[src/rtl/core/btrn_pkg.sv]
package btrn_pkg;

   localparam int NumberWidth  = 12;
   localparam int LetterWidth  = 7;
   localparam int ReqDataWidth = 16;
   localparam int RspDataWidth = 8;
   localparam int MultWidth    = 14;

   localparam logic [NumberWidth-1:0] MaxValid = 12'd3999;

   // ascii codes of the numeral letters
   localparam logic [LetterWidth-1:0] LetterI = 7'h49;
   localparam logic [LetterWidth-1:0] LetterV = 7'h56;
   localparam logic [LetterWidth-1:0] LetterX = 7'h58;
   localparam logic [LetterWidth-1:0] LetterL = 7'h4C;
   localparam logic [LetterWidth-1:0] LetterC = 7'h43;
   localparam logic [LetterWidth-1:0] LetterD = 7'h44;
   localparam logic [LetterWidth-1:0] LetterM = 7'h4D;

   typedef logic [1:0] place_type;
   typedef logic [3:0] digit_type;
   typedef logic [1:0] slot_type;
   typedef logic [2:0] len_type;
   typedef logic [1:0] code_type;

   // letter roles within a place
   localparam code_type CodeUnit = 2'd0;
   localparam code_type CodeFive = 2'd1;
   localparam code_type CodeNext = 2'd2;

   localparam place_type PlaceOnes      = 2'd0;
   localparam place_type PlaceTens      = 2'd1;
   localparam place_type PlaceHundreds  = 2'd2;
   localparam place_type PlaceThousands = 2'd3;

   typedef struct packed {
      logic load;
      logic step;
      logic emit;
      logic emit_err;
   } cmd_type;

   typedef struct packed {
      logic bad;
      logic digit_zero;
      logic final_letter;
   } status_type;

   // weight of a place times a digit
   function automatic logic [MultWidth-1:0] place_mult(place_type p, digit_type d);
      logic [MultWidth-1:0] w;
      case (p)
         PlaceOnes:      w = 14'd1;
         PlaceTens:      w = 14'd10;
         PlaceHundreds:  w = 14'd100;
         PlaceThousands: w = 14'd1000;
         default:        w = 14'd0;
      endcase
      return w * MultWidth'(d);
   endfunction

   function automatic len_type digit_len(digit_type d);
      case (d)
         4'd1, 4'd5:       return 3'd1;
         4'd2, 4'd4, 4'd6,
         4'd9:             return 3'd2;
         4'd3, 4'd7:       return 3'd3;
         4'd8:             return 3'd4;
         default:          return 3'd0;
      endcase
   endfunction

   function automatic code_type digit_code(digit_type d, slot_type k);
      case (d)
         4'd4:                   return (k == 2'd0) ? CodeUnit : CodeFive;
         4'd9:                   return (k == 2'd0) ? CodeUnit : CodeNext;
         4'd5, 4'd6, 4'd7, 4'd8: return (k == 2'd0) ? CodeFive : CodeUnit;
         default:                return CodeUnit;
      endcase
   endfunction

   function automatic logic [LetterWidth-1:0] place_letter(place_type p, code_type c);
      case (p)
         PlaceOnes:
            return (c == CodeFive) ? LetterV : ((c == CodeNext) ? LetterX : LetterI);
         PlaceTens:
            return (c == CodeFive) ? LetterL : ((c == CodeNext) ? LetterC : LetterX);
         PlaceHundreds:
            return (c == CodeFive) ? LetterD : ((c == CodeNext) ? LetterM : LetterC);
         default:
            return LetterM;
      endcase
   endfunction

endpackage

[src/rtl/core/btrn_dpath.sv]
module btrn_dpath (
   input  logic                                 clock,
   input  logic [btrn_pkg::ReqDataWidth-1:0]    req_tdata,
   input  btrn_pkg::cmd_type                    cmd,
   output btrn_pkg::status_type                 status,
   output logic [btrn_pkg::RspDataWidth-1:0]    rsp_tdata,
   output logic                                 rsp_tlast,
   output logic                                 rsp_tuser
);
   import btrn_pkg::*;

   logic [NumberWidth-1:0] rem_ff, rem_in;
   place_type              place_ff, place_in;
   slot_type               slot_ff, slot_in;
   logic [LetterWidth-1:0] letter_ff, letter_in;
   logic                   last_ff, last_in;
   logic                   error_ff, error_in;

   logic [NumberWidth-1:0] number;
   digit_type              digit;
   logic [MultWidth-1:0]   sub_amount;
   logic [NumberWidth-1:0] rem_next;
   logic                   digit_done;
   logic [LetterWidth-1:0] cur_letter;

   assign number = req_tdata[NumberWidth-1:0];

   // digit of the current place from parallel compares against its multiples
   always_comb begin
      digit = 4'd0;
      for (int j = 1; j <= 9; j++) begin
         if ({2'b00, rem_ff} >= place_mult(place_ff, 4'(j))) begin
            digit = 4'(j);
         end
      end
   end

   assign sub_amount = place_mult(place_ff, digit);
   assign rem_next   = rem_ff - sub_amount[NumberWidth-1:0];
   assign digit_done = (({1'b0, slot_ff} + 3'd1) == digit_len(digit));
   assign cur_letter = place_letter(place_ff, digit_code(digit, slot_ff));

   assign status.bad          = (number == '0) || (number > MaxValid);
   assign status.digit_zero   = (digit == 4'd0);
   assign status.final_letter = digit_done && (rem_next == '0);

   always_comb begin
      rem_in    = rem_ff;
      place_in  = place_ff;
      slot_in   = slot_ff;
      letter_in = letter_ff;
      last_in   = last_ff;
      error_in  = error_ff;
      if (cmd.load) begin
         rem_in   = number;
         place_in = PlaceThousands;
         slot_in  = 2'd0;
      end else if (cmd.step) begin
         if (digit_done || status.digit_zero) begin
            rem_in   = rem_next;
            place_in = place_ff - 2'd1;
            slot_in  = 2'd0;
         end else begin
            slot_in = slot_ff + 2'd1;
         end
      end
      if (cmd.emit) begin
         letter_in = cur_letter;
         last_in   = status.final_letter;
         error_in  = 1'b0;
      end else if (cmd.emit_err) begin
         letter_in = '0;
         last_in   = 1'b1;
         error_in  = 1'b1;
      end
   end

   always_ff @(posedge clock) begin
      rem_ff    <= rem_in;
      place_ff  <= place_in;
      slot_ff   <= slot_in;
      letter_ff <= letter_in;
      last_ff   <= last_in;
      error_ff  <= error_in;
   end

   assign rsp_tdata = {{(RspDataWidth-LetterWidth){1'b0}}, letter_ff};
   assign rsp_tlast = last_ff;
   assign rsp_tuser = error_ff;

endmodule

[src/rtl/core/btrn_ctrl.sv]
module btrn_ctrl (
   input  logic                  clock,
   input  logic                  reset,
   input  logic                  req_tvalid,
   output logic                  req_tready,
   output logic                  rsp_tvalid,
   input  logic                  rsp_tready,
   input  btrn_pkg::status_type  status,
   output btrn_pkg::cmd_type     cmd
);
   import btrn_pkg::*;

   localparam logic [1:0] ST_IDLE = 2'd0;
   localparam logic [1:0] ST_RUN  = 2'd1;
   localparam logic [1:0] ST_ERR  = 2'd2;

   logic [1:0] state_ff, state_in;
   logic       out_valid_ff, out_valid_in;
   logic       out_free;

   // output register can take a new item
   assign out_free = !out_valid_ff || rsp_tready;

   always_comb begin
      cmd        = '0;
      state_in   = state_ff;
      req_tready = 1'b0;
      case (state_ff)
         ST_IDLE: begin
            req_tready = 1'b1;
            if (req_tvalid) begin
               cmd.load = 1'b1;
               state_in = status.bad ? ST_ERR : ST_RUN;
            end
         end
         ST_RUN: begin
            // zero digits are skipped without an item
            if (status.digit_zero) begin
               cmd.step = 1'b1;
            end else if (out_free) begin
               cmd.emit = 1'b1;
               cmd.step = 1'b1;
               if (status.final_letter) begin
                  state_in = ST_IDLE;
               end
            end
         end
         ST_ERR: begin
            if (out_free) begin
               cmd.emit_err = 1'b1;
               state_in     = ST_IDLE;
            end
         end
         default: begin
            state_in = ST_IDLE;
         end
      endcase
   end

   assign out_valid_in = (cmd.emit || cmd.emit_err) ? 1'b1 :
                         (rsp_tready ? 1'b0 : out_valid_ff);

   always_ff @(posedge clock) begin
      if (reset) begin
         state_ff     <= ST_IDLE;
         out_valid_ff <= 1'b0;
      end else begin
         state_ff     <= state_in;
         out_valid_ff <= out_valid_in;
      end
   end

   assign rsp_tvalid = out_valid_ff;

   a_no_double_emit: assert property (@(posedge clock) disable iff (reset)
      !(cmd.emit && cmd.emit_err))
      else $error("letter and error item written in one cycle");

   a_bad_to_err: assert property (@(posedge clock) disable iff (reset)
      (req_tvalid && req_tready && status.bad) |=> (state_ff == ST_ERR))
      else $error("out of range number did not go to error state");

   a_final_to_idle: assert property (@(posedge clock) disable iff (reset)
      (cmd.emit && status.final_letter) |=> (state_ff == ST_IDLE && rsp_tvalid))
      else $error("final letter did not end the run");

   a_drop_only_taken: assert property (@(posedge clock) disable iff (reset)
      (rsp_tvalid && !rsp_tready) |=> rsp_tvalid)
      else $error("pending item lost");

endmodule

[src/rtl/core/binary_to_roman_numeral.sv]
// the first letter is on rsp from the letter register once the item is
// accepted and any leading zero digits (up to three) are skipped; then one
// letter per cycle while output is free, each zero digit before the last
// letter taking a step of its own; 3888 gives the longest numeral, an out
// of range number one error item; the single letter emitter sets the rate
// reset: synchronous, active high, clears the controller and output valid
module binary_to_roman_numeral (
   input  logic                                 clock,
   input  logic                                 reset,
   input  logic                                 req_tvalid,
   output logic                                 req_tready,
   input  logic [btrn_pkg::ReqDataWidth-1:0]    req_tdata,  // [11:0] number
   output logic                                 rsp_tvalid,
   input  logic                                 rsp_tready,
   output logic [btrn_pkg::RspDataWidth-1:0]    rsp_tdata,  // [6:0] letter
   output logic                                 rsp_tlast,
   output logic                                 rsp_tuser   // [0] error
);
   import btrn_pkg::*;

   cmd_type    cmd;
   status_type status;

   btrn_ctrl u_ctrl (
      .clock      (clock),
      .reset      (reset),
      .req_tvalid (req_tvalid),
      .req_tready (req_tready),
      .rsp_tvalid (rsp_tvalid),
      .rsp_tready (rsp_tready),
      .status     (status),
      .cmd        (cmd)
   );

   btrn_dpath u_dpath (
      .clock     (clock),
      .req_tdata (req_tdata),
      .cmd       (cmd),
      .status    (status),
      .rsp_tdata (rsp_tdata),
      .rsp_tlast (rsp_tlast),
      .rsp_tuser (rsp_tuser)
   );

endmodule

[config.mk]
export PLATFORM = sky130hd
export DESIGN_NAME = binary_to_roman_numeral
export DESIGN_NICKNAME = d
export VERILOG_FILES = /design/src/rtl/core/btrn_pkg.sv /design/src/rtl/core/btrn_dpath.sv /design/src/rtl/core/btrn_ctrl.sv /design/src/rtl/core/binary_to_roman_numeral.sv
export SDC_FILE = /design/constraint.sdc
export NUM_CORES = 1
export LEC_CHECK = 0
export ABC_AREA = 1
export BUFFER_PORTS_ARGS = -buffer_cell sky130_fd_sc_hd__buf_2
export CAP_MARGIN = 20
export CELL_PAD_IN_SITES_DETAIL_PLACEMENT = 0
export CELL_PAD_IN_SITES_GLOBAL_PLACEMENT = 2
export CORE_MARGIN = 5
export CORE_UTILIZATION = 33
export CTS_BUF_LIST = sky130_fd_sc_hd__clkbuf_4
export CTS_CLUSTER_DIAMETER = 50
export DETAILED_ROUTE_END_ITERATION = 8
export HOLD_SLACK_MARGIN = 0.02
export PLACE_DENSITY = 0.83
export SLEW_MARGIN = 5
export SYNTH_ARGS = -nofsm -noshare
export SYNTH_HDL_FRONTEND = slang
export SYNTH_HIERARCHICAL = 1
export SYNTH_SLANG_ARGS = --single-unit
[constraint.sdc]
create_clock -name clock -period 19.1 [get_ports clock]
set_input_delay 2.865 -clock clock [delete_from_list [all_inputs] [get_ports clock]]
set_output_delay 2.865 -clock clock [all_outputs]
set_load 0.03 [all_outputs]
==> metrics <==
run status=finished, final reports clean; vias in the first global route=4,505; worst flop-to-flop path startpoint=u_dpath/place_ff[0]; fraction of the mapped netlist area in simple logic gates=27.8%; effective utilization at floorplan=33.3%; type of the worst min-delay path=reg -> reg; final standard cell area without fillers=around 5400 µm²; Sink Count=27; CTS Hold Buffers Added=0; total of cells resized after clock tree synthesis=0; Inserted Clock Buffers=3; DR vias=4,455; post-synthesis average cell area=7.10 µm²; H-tree depth=1; CP max FO=14; CTS root buffer=sky130_fd_sc_hd__clkbuf_4; insertion delay to the later sink of the worst-skew pair=360 ps; First-pass DRT Iterations=5; number of enable flip-flop cells after synthesis=19; length in cells of the worst reg-to-reg path=39; number of instances in the synthesized netlist=705; synthesized-area fraction occupied by ao, oa, aoi and oai cells=10.9%; standard cell with the maximum stage delay on the critical path=sky130_fd_sc_hd__dfxtp_1; Critical Path Start Type=register; Netlist Area Pre-Place=5010 µm²; number of pins exceeding their max-slew limit in the final report=0; portion of the clock cycle consumed by the worst path in the final layout=approximately 41%; diodes inserted=0; area of the die=17,700 µm²; wire length of the first global-routing pass=22.5 mm; synthesis warning total=6; leading register cell type out of synthesis=sky130_fd_sc_hd__edfxtp_1; maximum clock frequency=0.128 GHz; end of the worst register-to-register path=u_ctrl/state_ff[0]; Worst slew margin=59.6%; total wirelength of the detailed-routed design=13.4 mm; Layout Skew=9.11 ps; # rows=45; DRC marker count from the first detailed-route iteration=203; TritonCTS clock tree=done; end point of the critical path=u_ctrl/state_ff[0]; kind of critical path=reg -> reg; fraction of the yosys area taken by sequential cells=14.6%; CP required=19,420 ps; number of antenna violations at the first check in global routing=0; setup violators final=0; multiplexer share of the synthesized area=0%; # Max-Cap Violations=0; GRT Residual Overflow=0; synthesis-stage register bit count=27; transition time at the pin with the least slew margin=just over 600 ps; Post-CTS Setup Bufs=0; Setup crit start=u_dpath/place_ff[0]; share of post-route cells with drive strength above 1=9.44%; Worst Setup End Kind=register; placeable core area=15,000 µm²; Register-to-Register Setup Slack=11,290 ps; clock transition at the registers of the reported paths=170 ps; unique cell type count in the Yosys netlist=50; Sum Neg Setup Slack=0 ps; unrepaired setup endpoints after global routing=false; dominant cell type by count on the critical path=sky130_fd_sc_hd__inv_1; number of I/O port buffers=25; area after detailed placement=about 5400 µm²; critical path's largest stage delay=530 ps; asr flop ratio synth=0%; Chip Height=133 µm; Vias per Instance=a little under 5; total global routing track utilization=15.5%; total half-perimeter wirelength after legalization and detailed placement=11.3 mm; arrival time of the worst setup path=8130 ps; average wire per cell in the routed design=14.5 µm; synthesis-to-layout area growth=7.60%; width of the die=133 µm; NumNets Final=866; number of endpoints with negative hold slack in the final report=0; residual antenna-violating net count after detailed routing=0; I/O pin total=32; maximum number of pins on one net before global-route repair=20; minimum period implied by the final worst setup slack=7810 ps; dominant combinational cell family by area after synthesis=adder cells; arithmetic-cell share of the synthesized area counting full adders, half adders and majority gates=31.8%; weighted congestion reported at the end of routability-driven placement=0.882; post-synthesis share of cell area spent on xor and xnor gates=4.02%; CTS Buffer Depth=2; remaining design rule violation count=0
-- layout make-up --
type | instances | area (µm²)
Multi-Input combinational cell | 538 | 3740
Fill cell | 1620 | 9650
Sequential cell | 27 | 731
Clock inverter | 1 | 7.51
Tap cell | 188 | 235
Timing Repair Buffer | 29 | 155
Clock buffer | 3 | 22.5
Inverter | 133 | 499
-- how the worst min path moves through the flow --
stage / start / to / slack [ps] / cells after the start
floorplan: u_dpath/place_ff[1] / u_dpath/place_ff[1] / 510 / 2
CTS: u_dpath/rsp_tuser / u_dpath/rsp_tuser / 510 / 2
global placement: u_dpath/rsp_tuser / u_dpath/rsp_tuser / 450 / 2
finish: u_dpath/rsp_tuser / u_dpath/rsp_tuser / 500 / 2
detailed placement: u_dpath/rsp_tuser / u_dpath/rsp_tuser / 470 / 2
global route: u_dpath/rsp_tuser / u_dpath/rsp_tuser / 550 / 2
-- per-stage QoR --
step / setup slack [ps] / std cells / utilization [%] / hold slack, ps
3_5_place_dp: 11230 / 915 / 35.6 / 475
2_1_floorplan: 12540 / 706 / - / 508
3_3_place_gp: 11210 / 915 / 35.6 / 445
6_report: 11290 / 919 / 35.8 / 502
4_1_cts: 11170 / 919 / 35.8 / 507
5_1_grt: 10420 / 919 / 35.8 / 549
-- synthesized netlist by cell type, types with 11 or more instances --
| cell type | number | area (µm²) |
|---|---|---|
| sky130_fd_sc_hd__nor2_1 | 69 | 259 |
| sky130_fd_sc_hd__nand2_1 | 150 | 563 |
| sky130_fd_sc_hd__xnor2_1 | 11 | 96.3 |
| sky130_fd_sc_hd__nand3_1 | 23 | 115 |
| sky130_fd_sc_hd__o21ai_0 | 24 | 120 |
| sky130_fd_sc_hd__a21oi_1 | 47 | 235 |
| sky130_fd_sc_hd__xor2_1 | 12 | 105 |
| sky130_fd_sc_hd__nor3_1 | 11 | 55.1 |
| sky130_fd_sc_hd__edfxtp_1 | 19 | 571 |
| sky130_fd_sc_hd__ha_1 | 92 | 1150 |
| sky130_fd_sc_hd__fa_1 | 22 | 440 |
| sky130_fd_sc_hd__inv_1 | 129 | 484 |
| sky130_fd_sc_hd__nand4_1 | 13 | 81.3 |
-- registers in the layout, indices dropped and copies added, names as in the netlist --
register / count
u_dpath/rem_ff: 12
u_dpath/letter_ff: 6
u_ctrl/state_ff: 2
u_dpath/place_ff: 2
u_dpath/slot_ff: 2
u_ctrl/rsp_tvalid: 1
u_dpath/rsp_tlast: 1
u_dpath/rsp_tuser: 1
-- layout by cell type (no fill, tap or decap), types with 2 or more instances in the layout --
| master | count |
|---|---|
| sky130_fd_sc_hd__o21ai_1 | 4 |
| sky130_fd_sc_hd__inv_1 | 129 |
| sky130_fd_sc_hd__nor2_2 | 5 |
| sky130_fd_sc_hd__xnor2_1 | 11 |
| sky130_fd_sc_hd__xor2_1 | 12 |
| sky130_fd_sc_hd__edfxtp_1 | 19 |
| sky130_fd_sc_hd__a21oi_1 | 47 |
| sky130_fd_sc_hd__o21ai_0 | 24 |
| sky130_fd_sc_hd__or2_2 | 2 |
| sky130_fd_sc_hd__nor2_1 | 69 |
| sky130_fd_sc_hd__nand3_2 | 4 |
| sky130_fd_sc_hd__inv_2 | 3 |
| sky130_fd_sc_hd__buf_2 | 25 |
| sky130_fd_sc_hd__o211ai_1 | 4 |
| sky130_fd_sc_hd__buf_4 | 4 |
| sky130_fd_sc_hd__ha_1 | 92 |
| sky130_fd_sc_hd__fa_1 | 22 |
| sky130_fd_sc_hd__o21bai_1 | 2 |
| sky130_fd_sc_hd__conb_1 | 2 |
| sky130_fd_sc_hd__clkbuf_4 | 3 |
| sky130_fd_sc_hd__a21o_1 | 2 |
| sky130_fd_sc_hd__nand3_1 | 23 |
| sky130_fd_sc_hd__nor3_1 | 11 |
| sky130_fd_sc_hd__dfxtp_1 | 8 |
| sky130_fd_sc_hd__nor4_1 | 7 |
| sky130_fd_sc_hd__nand2_2 | 10 |
| sky130_fd_sc_hd__nand2_1 | 150 |
| sky130_fd_sc_hd__a31oi_1 | 2 |
| sky130_fd_sc_hd__nand4_1 | 13 |
-- layer usage --
layer / part of all wire [%] / global-route usage, %
met5: 0 / 0
met4: 1.4 / 3.71
met3: 1.9 / 0.831
met2: 47 / 26.5
met1: 50 / 21.6
-- worst max-delay path: cells and delay by family, from the launching register on --
family | cells | cell delay, ps
AO/OA/AOI/OAI | 4 | 950
XOR/XNOR | 3 | 500
adder cells (fa/ha/maj) | 7 | 2870
buffers and inverters | 7 | 780
flip-flops | 1 | 530
AND/OR/NAND/NOR | 18 | 2140
-- cells by family (layout without fill, tap and decap cells) --
logic type	Yosys count	after routing
compound gates	95	95
xor+xnor	23	23
fa+ha+maj	114	114
buf+inv	141	166
flops	27	27
other cells	1	2
simple gates	304	304
Power is left out: the tool's default activity adds up to more than one toggle a clock period on the data nets, which glitch-free logic cannot reach.
